[config.mk]
export PLATFORM = sky130hd
export DESIGN_NAME = pffa_mem
export DESIGN_NICKNAME = d
export VERILOG_FILES = /design/src/rtl/pffa_pkg.sv /design/src/rtl/pffa_mem.sv
export SDC_FILE = /design/constraint.sdc
export NUM_CORES = 2
export LEC_CHECK = 0
export BUFFER_PORTS_ARGS = -buffer_cell sky130_fd_sc_hd__buf_2
export CORE_ASPECT_RATIO = 0.6
export CORE_MARGIN = 4
export CORE_UTILIZATION = 29
export DETAILED_ROUTE_END_ITERATION = 7
export GPL_ROUTABILITY_DRIVEN = 0
export GPL_TIMING_DRIVEN = 0
export PLACE_DENSITY = 0.41
export SETUP_SLACK_MARGIN = 0.05
export SLEW_MARGIN = 25
export SYNTH_ARGS = -nofsm -noshare
export SYNTH_HDL_FRONTEND = slang
export SYNTH_SLANG_ARGS = --single-unit
[constraint.sdc]
create_clock -name clk_i -period 7.5 [get_ports clk_i]
set_input_delay 0.375 -clock clk_i [delete_from_list [all_inputs] [get_ports clk_i]]
set_output_delay 0.375 -clock clk_i [all_outputs]
set_load 0.01 [all_outputs]
[src/rtl/pffa_pkg.sv]
// Package for the padded first-fit block allocator.
// Holds the transaction structs, register indexes, reset values and the state encoding.
// Used by every module in rtl/; depends on nothing.
package pffa_pkg;

  // Table depth and reset values of the configuration registers.
  localparam int unsigned MaxRangesDef   = 64;
  localparam logic [31:0] ResetHeapBase  = 32'h3000_0000;
  localparam logic [20:0] ResetGuardPad  = 21'h00_1000;
  localparam logic [16:0] ResetDefAlign  = 17'h0_0004;
  localparam logic        ResetQuarantine = 1'b1;

  // Command codes.
  typedef enum logic {
    CMD_ALLOC = 1'b0,
    CMD_FREE  = 1'b1
  } cmd_e;

  // Result status codes.
  typedef enum logic [1:0] {
    ST_OK        = 2'd0,
    ST_FULL      = 2'd1,
    ST_NOT_FOUND = 2'd2
  } status_e;

  // Configuration register indexes.
  typedef enum logic [7:0] {
    CFG_HEAP_BASE  = 8'd0,
    CFG_GUARD_PAD  = 8'd1,
    CFG_DEF_ALIGN  = 8'd2,
    CFG_QUARANTINE = 8'd3
  } cfg_idx_e;

  // Input transaction.
  typedef struct packed {
    logic        cmd;
    logic [31:0] req_bytes;
    logic [31:0] align;
    logic [31:0] free_addr;
  } req_t;

  // Result transaction.
  typedef struct packed {
    logic [31:0] block_addr;
    logic [1:0]  status;
  } rsp_t;

  // One table entry.
  typedef struct packed {
    logic [31:0] start;
    logic [31:0] length;
  } entry_t;

  // Request to the remainder unit.
  typedef struct packed {
    logic        start;
    logic [31:0] dividend;
    logic [31:0] divisor;
  } rem_req_t;

  // Sequencer states.
  typedef enum logic [3:0] {
    S_IDLE,
    S_DISPATCH,
    S_SCAN_RD,
    S_SCAN_EV,
    S_POS,
    S_DIV,
    S_SHIFT_RD,
    S_SHIFT_WR,
    S_INS_WR,
    S_FREE_RD,
    S_FREE_EV,
    S_DEL_RD,
    S_DEL_WR,
    S_RESP
  } state_e;

endpackage

[src/rtl/pffa_mem.sv]
// Range table memory: one write port, one read port, registered read data.
// Depends on pffa_pkg for the entry type.
module pffa_mem #(
  parameter int unsigned Depth = pffa_pkg::MaxRangesDef,
  parameter int unsigned Aw    = $clog2(Depth)
) (
  input  logic             clk_i,
  input  logic             we_i,
  input  logic [Aw-1:0]    waddr_i,
  input  pffa_pkg::entry_t wdata_i,
  input  logic             re_i,
  input  logic [Aw-1:0]    raddr_i,
  output pffa_pkg::entry_t rdata_o
);

  pffa_pkg::entry_t mem_q [Depth];
  pffa_pkg::entry_t rdata_q;

  // Write port.
  always_ff @(posedge clk_i) begin
    if (we_i) begin
      mem_q[waddr_i] <= wdata_i;
    end
  end

  // Registered read port.
  always_ff @(posedge clk_i) begin
    if (re_i) begin
      rdata_q <= mem_q[raddr_i];
    end
  end

  assign rdata_o = rdata_q;

endmodule

==> results by group <==
Routing
  – Post-DR wirelength/cell: around 35 um
  – Drt first pass iters: 6
  – Via count: between 70000 and 80000
  – DRT antenna net count: 0
  – Post-route DRC: 0
  – DR iter-0 viols: 12200
  – Vias per cell: 5.21
  – Routed wire length: 531000 um

Timing
  – Minimum clock period: roughly 4.3 ns
  – Final hold vios: 0
  – Clock skew: between 0.06 and 0.07 ns
  – Worst hold margin: 0.113 ns
  – Final max-slew violation count: 0
  – FMAX: about 0.24 GHz
  – Relative slew slack: a little over a fifth
  – Final period util: between 50 and 60%
  – Unrepaired setup endpoints after global routing: no
  – Worst-margin pin slew: about 1.2 ns
  – Final Setup Violations: 0

Worst setup path
  – Worst Path Arrival: 4.98 ns
  – Most frequent CP cell: buf_2
  – Crit path capture type: register
  – CP max-delay cell: o221ai_1
  – Setup crit start kind: input pin
  – Critical path class: in2reg
  – WP data required: slightly above 8 ns
  – CP max FO: 12
  – Max stage delay on crit path: about 0.88 ns
  – Crit path cell chain: buf_2 -> buf_4 -> buf_2 -> nand2_1 -> clkbuf_1 -> o221ai_1 -> o22ai_2 -> and3_1

Global routing
  – GRT Resource Usage Total: a little under a fifth
  – Largest net degree at the start of global routing: between 60 and 70
  – GRT overflow: 0
  – Initial antenna violation count: 94
  – First-pass GRT wire length: between 700000 and 800000 um
  – Vias in the first global route: 77300

Synthesis
  – Number of synthesized register bits: 4160
  – Synthesized area: 157000 um2
  – Post-synth top flop: edfxtp_1
  – XOR/XNOR Fraction of Synth Area: 0%
  – Post-Syn Instances: 6598
  – Simple-Gate Fraction of Synth Area: roughly 1.2%
  – Synthesis Warnings: 0
  – Number of synthesized flops with an enable pin: approximately 4200
  – Largest family of logic cells by synthesized area: multiplexers
  – Syn avg cell area: about 24 um2
  – Compound-Gate Fraction of Synth Area: 2.47%
  – Adder-cell area share of the yosys netlist: 0%
  – Async SR Flop Fraction: 0%
  – Post-synth net total: around 6700
  – Synth cell types: 32
  – Mux contribution to synthesized area: roughly 16%
  – Register area share after synthesis: about four fifths

Layout
  – Most frequent cells in the layout: 4160 x edfxtp_1, 1024 x mux4_2, 416 x clkbuf_16, 242 x buf_2
  – Share of cells above drive strength 1: roughly a third
  – Area grow syn2layout: 21.2%
  – Area of the multi-input gates: approximately 31000 um2
  – Layout Nets: 7668
  – Most common cell after layout, fill and taps aside: edfxtp_1
  – # fillers: 49300
  – Register area: about 120000 um2

Pwr
  – Pwr Total: 49500 uW
  – Power per cell area: between 200 and 300 nW/um2
  – VDD IR-drop max: 0.211 mV
  – Pleak: 0.0588 uW

Floorplanning
  – Core region area: around 540000 um2
  – Die Y: 578 um
  – # rows: 208
  – Initial core utilization: a little under 30%
  – Die width: 958 um
  – Die area: 554000 um2
  – Ports: 143

Clock network
  – CTS Buf Count: just over 400
  – Root buf cell: clkbuf_16
  – Number of H-tree levels: 5
  – Maximum clock path buffer count: 4
  – Clk Latency, worst-skew pair: 1.04 ns
  – Clock sinks: approximately 4200
  – Clock-pin slew on the worst setup and hold paths: about 0.06 ns
  – CTS tree: yes

Hold path
  – Hold Crit Class: in2reg

Flow run
  – Max-cap violation count: 0

Run status
  – Outcome: completed

Placement
  – Post-DP HPWL: around 380000 um
  – Input/output buffers: about 130
## per-stage QoR
step / instances / cell area, um2 / setup TNS, ns / util (%) / setup slack (ns)
floorplan: 6598 / 157000 / 0 / - / 1.69
global placement: 13900 / 167000 / -5731.97 / 31.0 / -5.96
detailed placement: 14200 / 176000 / 0 / 32.8 / 2.52
CTS: 15100 / 190000 / 0 / 35.4 / 3.63
global route: 15100 / 190000 / 0 / 35.4 / 3.34
finish: 15200 / 190000 / 0 / 35.4 / 3.25
## power by group
group	switching, uW	leakage (uW)	internal [uW]
Clock	9170	0.00640	11500
Sequential	47.4	0.0375	25800
Combinational	2090	0.0149	957
## synthesized netlist by cell type (all sizes together), types with 45 or more instances
| cell | n | share of area (%) |
|---|---|---|
| mux4 | 1024 | 15 |
| clkbuf | 140 | 0.33 |
| nand3 | 45 | 0.14 |
| mux2i | 135 | 0.86 |
| nand2 | 58 | 0.14 |
| nor2 | 112 | 0.27 |
| a22oi | 168 | 0.80 |
| and3 | 64 | 0.26 |
| buf | 230 | 0.80 |
| edfxtp | 4160 | 80 |
| a211oi | 63 | 0.30 |
| a22o | 88 | 0.49 |
| o22ai | 83 | 0.33 |
## layer usage
metal / vias to the layer above / routed length (um) / track usage, %
li1: 30800 / - / -
met1: 43800 / 254000 / 30.1
met2: 3901 / 211000 / 25.0
met3: 565 / 56800 / 5.55
met4: 14 / 9460 / 3.28
met5: - / 90 / 0
## layout make-up
cell class | instances | area share (%)
Timing Repair Buffer | 577 | 5.22
Sequential cell | 4160 | 65.6
Buffer | 370 | 0.949
Inverter | 19 | 0.0375
Clock buffer | 493 | 5.62
Antenna cell | 103 | 0.135
Clock inverter | 267 | 1.28
Multi-Input combinational cell | 2049 | 16.4
Tap cell | 7140 | 4.69
## path summary, 6_finish.rpt
path / start / to / slack (ns) / cells after the start
worst max register to register: mem_q[47][60]$_DFFE_PP_ / rdata_o[60]$_DFFE_PP_ / 4.59 / 5
worst max-delay path: raddr_i[2] / rdata_o[26]$_DFFE_PP_ / 3.25 / 8
worst min register to register: mem_q[62][18]$_DFFE_PP_ / rdata_o[18]$_DFFE_PP_ / 1.06 / 4
worst min-delay path: waddr_i[2] / mem_q[49][62]$_DFFE_PP_ / 0.11 / 2
## flip-flops by register name, indices dropped and copies added, names as in the netlist
name	cells
rdata_o	64
mem_q	4096
## cells by family after synthesis
logic type | count (synthesis)
AOI/OAI and AO/OA | 504
buffers and inverters | 389
and+or+nand+nor | 386
muxes | 1159
DFF | 4160
## critical path: cells and delay by family
kind,cells,cell delay (ns)
buffers and inverters,4,1.91
AND/OR/NAND/NOR,2,1.08
AO/OA/AOI/OAI,2,1.43
## repair_timing
action,4_1_cts,5_1_grt
endpoints found under the hold margin,3044,128
hold buffers,63,2
resized for setup,0,0
setup buffers,0,0
endpoints found under the setup margin,0,0
(Power assumes the default switching activity.)
