### src/rtl/pffa_pkg.sv
// Package for the padded first-fit block allocator.
// Holds the transaction structs, register indexes, reset values and the state encoding.
// Used by every module in rtl/; depends on nothing.
package pffa_pkg;

  // Table depth and reset values of the configuration registers.
  localparam int unsigned MaxRangesDef   = 64;
  localparam logic [31:0] ResetHeapBase  = 32'h3000_0000;
  localparam logic [20:0] ResetGuardPad  = 21'h00_1000;
  localparam logic [16:0] ResetDefAlign  = 17'h0_0004;
  localparam logic        ResetQuarantine = 1'b1;

  // Command codes.
  typedef enum logic {
    CMD_ALLOC = 1'b0,
    CMD_FREE  = 1'b1
  } cmd_e;

  // Result status codes.
  typedef enum logic [1:0] {
    ST_OK        = 2'd0,
    ST_FULL      = 2'd1,
    ST_NOT_FOUND = 2'd2
  } status_e;

  // Configuration register indexes.
  typedef enum logic [7:0] {
    CFG_HEAP_BASE  = 8'd0,
    CFG_GUARD_PAD  = 8'd1,
    CFG_DEF_ALIGN  = 8'd2,
    CFG_QUARANTINE = 8'd3
  } cfg_idx_e;

  // Input transaction.
  typedef struct packed {
    logic        cmd;
    logic [31:0] req_bytes;
    logic [31:0] align;
    logic [31:0] free_addr;
  } req_t;

  // Result transaction.
  typedef struct packed {
    logic [31:0] block_addr;
    logic [1:0]  status;
  } rsp_t;

  // One table entry.
  typedef struct packed {
    logic [31:0] start;
    logic [31:0] length;
  } entry_t;

  // Request to the remainder unit.
  typedef struct packed {
    logic        start;
    logic [31:0] dividend;
    logic [31:0] divisor;
  } rem_req_t;

  // Sequencer states.
  typedef enum logic [3:0] {
    S_IDLE,
    S_DISPATCH,
    S_SCAN_RD,
    S_SCAN_EV,
    S_POS,
    S_DIV,
    S_SHIFT_RD,
    S_SHIFT_WR,
    S_INS_WR,
    S_FREE_RD,
    S_FREE_EV,
    S_DEL_RD,
    S_DEL_WR,
    S_RESP
  } state_e;

endpackage

### src/rtl/pffa_rem.sv
// Iterative remainder unit: one quotient bit per cycle.
// Depends on pffa_pkg for the request struct.
module pffa_rem (
  input  logic               clk_i,
  input  logic               rst_ni,
  input  pffa_pkg::rem_req_t req_i,
  output logic               done_o,
  output logic [31:0]        rem_o
);

  logic        busy_q, busy_d;
  logic        done_q, done_d;
  logic [4:0]  cnt_q, cnt_d;
  logic [31:0] quo_q, quo_d;
  logic [31:0] rem_q, rem_d;
  logic [31:0] div_q, div_d;
  logic [32:0] trial;

  // One restoring step per cycle.
  always_comb begin
    busy_d = busy_q;
    done_d = 1'b0;
    cnt_d  = cnt_q;
    quo_d  = quo_q;
    rem_d  = rem_q;
    div_d  = div_q;
    trial  = {rem_q, quo_q[31]};
    if (req_i.start) begin
      busy_d = 1'b1;
      cnt_d  = '0;
      quo_d  = req_i.dividend;
      rem_d  = '0;
      div_d  = req_i.divisor;
    end else if (busy_q) begin
      quo_d = {quo_q[30:0], 1'b0};
      if (trial >= {1'b0, div_q}) begin
        rem_d = 32'(trial - {1'b0, div_q});
      end else begin
        rem_d = trial[31:0];
      end
      cnt_d = cnt_q + 5'd1;
      if (cnt_q == 5'd31) begin
        busy_d = 1'b0;
        done_d = 1'b1;
      end
    end
  end

  always_ff @(posedge clk_i or negedge rst_ni) begin
    if (!rst_ni) begin
      busy_q <= 1'b0;
      done_q <= 1'b0;
      cnt_q  <= '0;
    end else begin
      busy_q <= busy_d;
      done_q <= done_d;
      cnt_q  <= cnt_d;
    end
  end

  always_ff @(posedge clk_i) begin
    quo_q <= quo_d;
    rem_q <= rem_d;
    div_q <= div_d;
  end

  assign done_o = done_q;
  assign rem_o  = rem_q;

endmodule

### config.mk
export PLATFORM = sky130hd
export DESIGN_NAME = pffa_rem
export DESIGN_NICKNAME = d
export VERILOG_FILES = /design/src/rtl/pffa_pkg.sv /design/src/rtl/pffa_rem.sv
export SDC_FILE = /design/constraint.sdc
export NUM_CORES = 1
export LEC_CHECK = 0
export BUFFER_PORTS_ARGS = -buffer_cell sky130_fd_sc_hd__buf_4
export CAP_MARGIN = 40
export CORE_MARGIN = 2
export CORE_UTILIZATION = 57
export DETAILED_ROUTE_END_ITERATION = 6
export GPL_TIMING_DRIVEN = 0
export HOLD_SLACK_MARGIN = 0.03
export PLACE_DENSITY_LB_ADDON = 0.3
export SLEW_MARGIN = 5
export SYNTH_ARGS = -nofsm -noshare
export SYNTH_HDL_FRONTEND = slang
export SYNTH_SLANG_ARGS = --single-unit
### constraint.sdc
create_clock -name clk_i -period 3.7 [get_ports clk_i]
set_input_delay 0.185 -clock clk_i [delete_from_list [all_inputs] [get_ports clk_i]]
set_output_delay 0.185 -clock clk_i [all_outputs]
set_load 0.01 [all_outputs]
==> summary.txt <==
Die
  – Height of the chip: 105 µm
  – Site row count: 36
  – Die span in x: between 100 and 150 µm
  – Starting density of the core: 0.592
  – Die Outline Area: 11,000 µm²
  – Top Ports: 100
  – Core area: just under 10,000 µm²

Power and ir drop
  – Worst IR Drop VDD: about 0.00050 V
  – Part of the power in registers: 0.343
  – Fraction of power consumed by combinational cells: 0.498
  – Sum of internal, switching and leakage power: 4.82 mW
  – Power per standard cell area: 663 nW/µm²
  – Switching power total: 2.00 mW
  – LEAKAGE: roughly 3.2 nW
  – Clk network pwr share: 0.158
  – Switching share of total power: 0.415
  – P_int: 2.82 mW

Placed design
  – Half-perimeter wire length after detailed placement: between 9000 and 10,000 µm
  – Buffers on Ports: just under 100
  – GPL Wtd Cong: between 0.9 and 1

Clock tree
  – TritonCTS buffer count: 9
  – Clk sinks: roughly 100
  – Clock tree from TritonCTS: built
  – Clock latency at the later pin of the worst-skew pair: about 400 ps
  – Clock H-tree levels: 3
  – Clock Pin Slew Worst Setup and Hold Paths: around 110 ps
  – Cell chosen for the clock root: sky130_fd_sc_hd__clkbuf_8
  – Maximum root-to-sink buffer count: 2

Hold path
  – Class of the tightest hold or removal check: in2reg

Global route
  – Total congestion overflow: 0
  – Antenna violations before repair: 0
  – Global-route total usage across every layer: 0.263
  – Pin count of the biggest net entering global routing: 34
  – Number of global-route vias before repair: about 4,900
  – First-pass GRT wire length: 23,100 µm

Routing
  – Avg Vias per Cell: 5.84
  – DR pass1 iterations: 6
  – Number of DRC markers in iteration 0: around 340
  – DR WL/cell: 16.7 µm
  – Antenna Nets Post-Route: 0
  – Routed Wire Length: 14,200 µm
  – Number of remaining DRC errors: 0
  – Detailed-route via count: ~5,000

Synthesis
  – Post-synthesis instance area: 5810 µm²
  – Post-synth EDFFs: 64
  – Fraction of registers with async set or reset after synthesis: 0.0680
  – Share of the yosys chip area belonging to registers: 0.471
  – Seq cells post-synth: between 100 and 150
  – Predominant post-synthesis flop cell: sky130_fd_sc_hd__edfxtp_1
  – Ys Warns: 0
  – Cells after synthesis: 572
  – Total nets after synthesis: 674
  – Number of library cell types mapped by synthesis: 59
  – Synthesized area divided by synthesized cell count: between 10 and 15 µm²

Timing
  – Max-Slew Margin vs Limit: 0.485
  – Sum of negative setup slack: 0 ps
  – Upper clock frequency limit: slightly below 300 MHz
  – Transition at the pin with the smallest max-transition slack: just under 800 ps
  – Count of pins over their slew limit: 0
  – Time the final worst path needs with I/O delays and setup: approximately 3500 ps
  – Final setup vio count: 0
  – Number of endpoints with negative hold slack in the final report: 0
  – Period utilization: 0.935
  – Worst setup skew after layout: 19.3 ps
  – Unrepaired setup endpoints after global routing: false

Critical path
  – CP arrival: ~3700 ps
  – Startpoint kind of the worst setup timing path: flop
  – Critical path type: reg2reg
  – Sort of element at the end of the critical path: flop
  – Worst path required time: between 3000 and 4000 ps
  – Largest driver fanout on the critical path: 4

Finish
  – Highest-count cells in the layout ignoring fill and taps: sky130_fd_sc_hd__buf_4 (101), sky130_fd_sc_hd__edfxtp_1 (64), sky130_fd_sc_hd__nand2_1 (59)
  – Synthesis-to-layout area growth: 24.9%
  – ANT cells: 0
  – Fraction of layout cells with a size suffix above 1: 0.226
  – Final net count: around 800
  – Most common library cell in the layout ignoring fill and taps: sky130_fd_sc_hd__buf_4

Flow run
  – Max-cap violations: 0

Status
  – Outcome: complete, no violations
-- power groups by stage --
| stage | Combinational [mW] | Clock [mW] | Sequential (mW) |
|---|---|---|---|
| CTS | 2.35 | 0.776 | 1.65 |
| floorplan | 1.55 | 0 | 1.69 |
| global placement | 2.25 | 0 | 1.67 |
| detailed placement | 2.31 | 0 | 1.67 |
| finish | 2.40 | 0.762 | 1.65 |
| global route | 2.62 | 0.823 | 1.68 |
-- state kept, by name, indices dropped and copies added (netlist names) --
| name | cells |
|---|---|
| rem_o | 32 |
| done_o | 1 |
| div_q | 32 |
| quo_q | 32 |
| busy_q | 1 |
| cnt_q | 5 |
-- routing by layer --
metal	up-vias	routed length (µm)	track usage
met3	41	1070	0.0699
met1	2340	5730	0.322
met5	-	0	0
met2	216	7060	0.448
li1	2386	-	-
met4	0	339	0.0933
-- repair_timing --
action | 4_1_cts | 5_1_grt
endpoints found under the hold margin | 39 | 0
resized for setup | 0 | 0
hold buffers | 33 | 0
setup buffers | 0 | 0
-- per-stage QoR --
stage	instances	hold slack, ps	setup slack [ps]	cell area, µm²	utilization
finish	853	75.6	241	7260	0.739
global route	853	62.0	118	7260	0.739
global placement	804	2.13	403	6720	0.685
floorplan	572	-111	972	5810	-
detailed placement	804	2.64	409	6720	0.685
CTS	853	61.8	361	7260	0.739
-- cell usage after synthesis (3+ instances only) --
cell type | number | share of area
sky130_fd_sc_hd__edfxtp_1 | 64 | 0.33
sky130_fd_sc_hd__nor3_1 | 9 | 0.0077
sky130_fd_sc_hd__inv_1 | 46 | 0.030
sky130_fd_sc_hd__dfrtp_1 | 7 | 0.030
sky130_fd_sc_hd__a211oi_1 | 5 | 0.0065
sky130_fd_sc_hd__or2_2 | 3 | 0.0032
sky130_fd_sc_hd__nor2_1 | 46 | 0.030
sky130_fd_sc_hd__a21o_1 | 18 | 0.023
sky130_fd_sc_hd__nand3_1 | 9 | 0.0077
sky130_fd_sc_hd__xnor2_1 | 14 | 0.021
sky130_fd_sc_hd__xor2_1 | 6 | 0.0090
sky130_fd_sc_hd__nand4_1 | 10 | 0.011
sky130_fd_sc_hd__mux2_2 | 31 | 0.060
sky130_fd_sc_hd__o21ai_0 | 13 | 0.011
sky130_fd_sc_hd__o21a_1 | 6 | 0.0077
sky130_fd_sc_hd__nand2_1 | 59 | 0.038
sky130_fd_sc_hd__a31oi_1 | 4 | 0.0043
sky130_fd_sc_hd__or3_1 | 10 | 0.011
sky130_fd_sc_hd__a21oi_1 | 35 | 0.030
sky130_fd_sc_hd__a211o_1 | 3 | 0.0045
sky130_fd_sc_hd__ha_1 | 34 | 0.073
sky130_fd_sc_hd__nand2b_1 | 7 | 0.0075
sky130_fd_sc_hd__o21bai_1 | 3 | 0.0039
sky130_fd_sc_hd__a311oi_1 | 27 | 0.041
sky130_fd_sc_hd__nor2b_1 | 3 | 0.0032
sky130_fd_sc_hd__clkbuf_1 | 16 | 0.010
sky130_fd_sc_hd__and3_1 | 3 | 0.0032
sky130_fd_sc_hd__dfxtp_1 | 32 | 0.11
sky130_fd_sc_hd__mux2i_1 | 5 | 0.0086
sky130_fd_sc_hd__buf_2 | 3 | 0.0026
sky130_fd_sc_hd__o21ai_1 | 3 | 0.0026
sky130_fd_sc_hd__o211ai_1 | 7 | 0.0090
-- cells by family after synthesis --
logic type / count (synthesis) / synth area share
muxes: 36 / 0.0687
AOI/OAI and AO/OA: 140 / 0.172
DFF: 103 / 0.471
buffers and inverters: 68 / 0.0459
and+or+nand+nor: 170 / 0.136
xor gates and xnor gates: 20 / 0.0301
adders and majority gates: 35 / 0.0766
-- final timing paths --
path                       cells after the start  slack (ps)                     end                  start
max in group asynchronous                      2        3450    cnt_q[0]$_DFFE_PN0P_                 rst_ni
setup reg to reg                              12         240  rem_o[30]$_SDFFE_PP0P_    quo_q[31]$_DFFE_PP_
setup / recovery                              12         240  rem_o[30]$_SDFFE_PP0P_    quo_q[31]$_DFFE_PP_
hold reg to reg                                2         520  rem_o[10]$_SDFFE_PP0P_  rem_o[9]$_SDFFE_PP0P_
hold / removal                                 2          80      quo_q[1]$_DFFE_PP_              req_i[33]
min in group asynchronous                      2         120    cnt_q[2]$_DFFE_PN0P_                 rst_ni
-- final cells by class --
| class | instances | area, µm² |
|---|---|---|
| sequential | 103 | 2740 |
| tap | 133 | 166 |
| fill | 745 | 2560 |
| clock inverter | 7 | 83.8 |
| buffer | 22 | 93.8 |
| multi-input combinational | 401 | 2810 |
| inverter | 46 | 173 |
| timing repair buffer | 132 | 1070 |
| clock buffer | 9 | 124 |
-- worst max-delay path: stages, from the launching register on --
cell,delay [ps]
sky130_fd_sc_hd__edfxtp_1,430
sky130_fd_sc_hd__inv_1,80
sky130_fd_sc_hd__ha_1,150
sky130_fd_sc_hd__inv_1,50
sky130_fd_sc_hd__fa_1,390
sky130_fd_sc_hd__a21o_1,210
sky130_fd_sc_hd__a221oi_1,480
sky130_fd_sc_hd__nand2b_1,270
sky130_fd_sc_hd__nand2_1,150
sky130_fd_sc_hd__a211oi_1,470
sky130_fd_sc_hd__nor3_1,110
sky130_fd_sc_hd__o31ai_1,370
sky130_fd_sc_hd__a311oi_1,150
No activity file was read; power rests on OpenSTA's default activity.
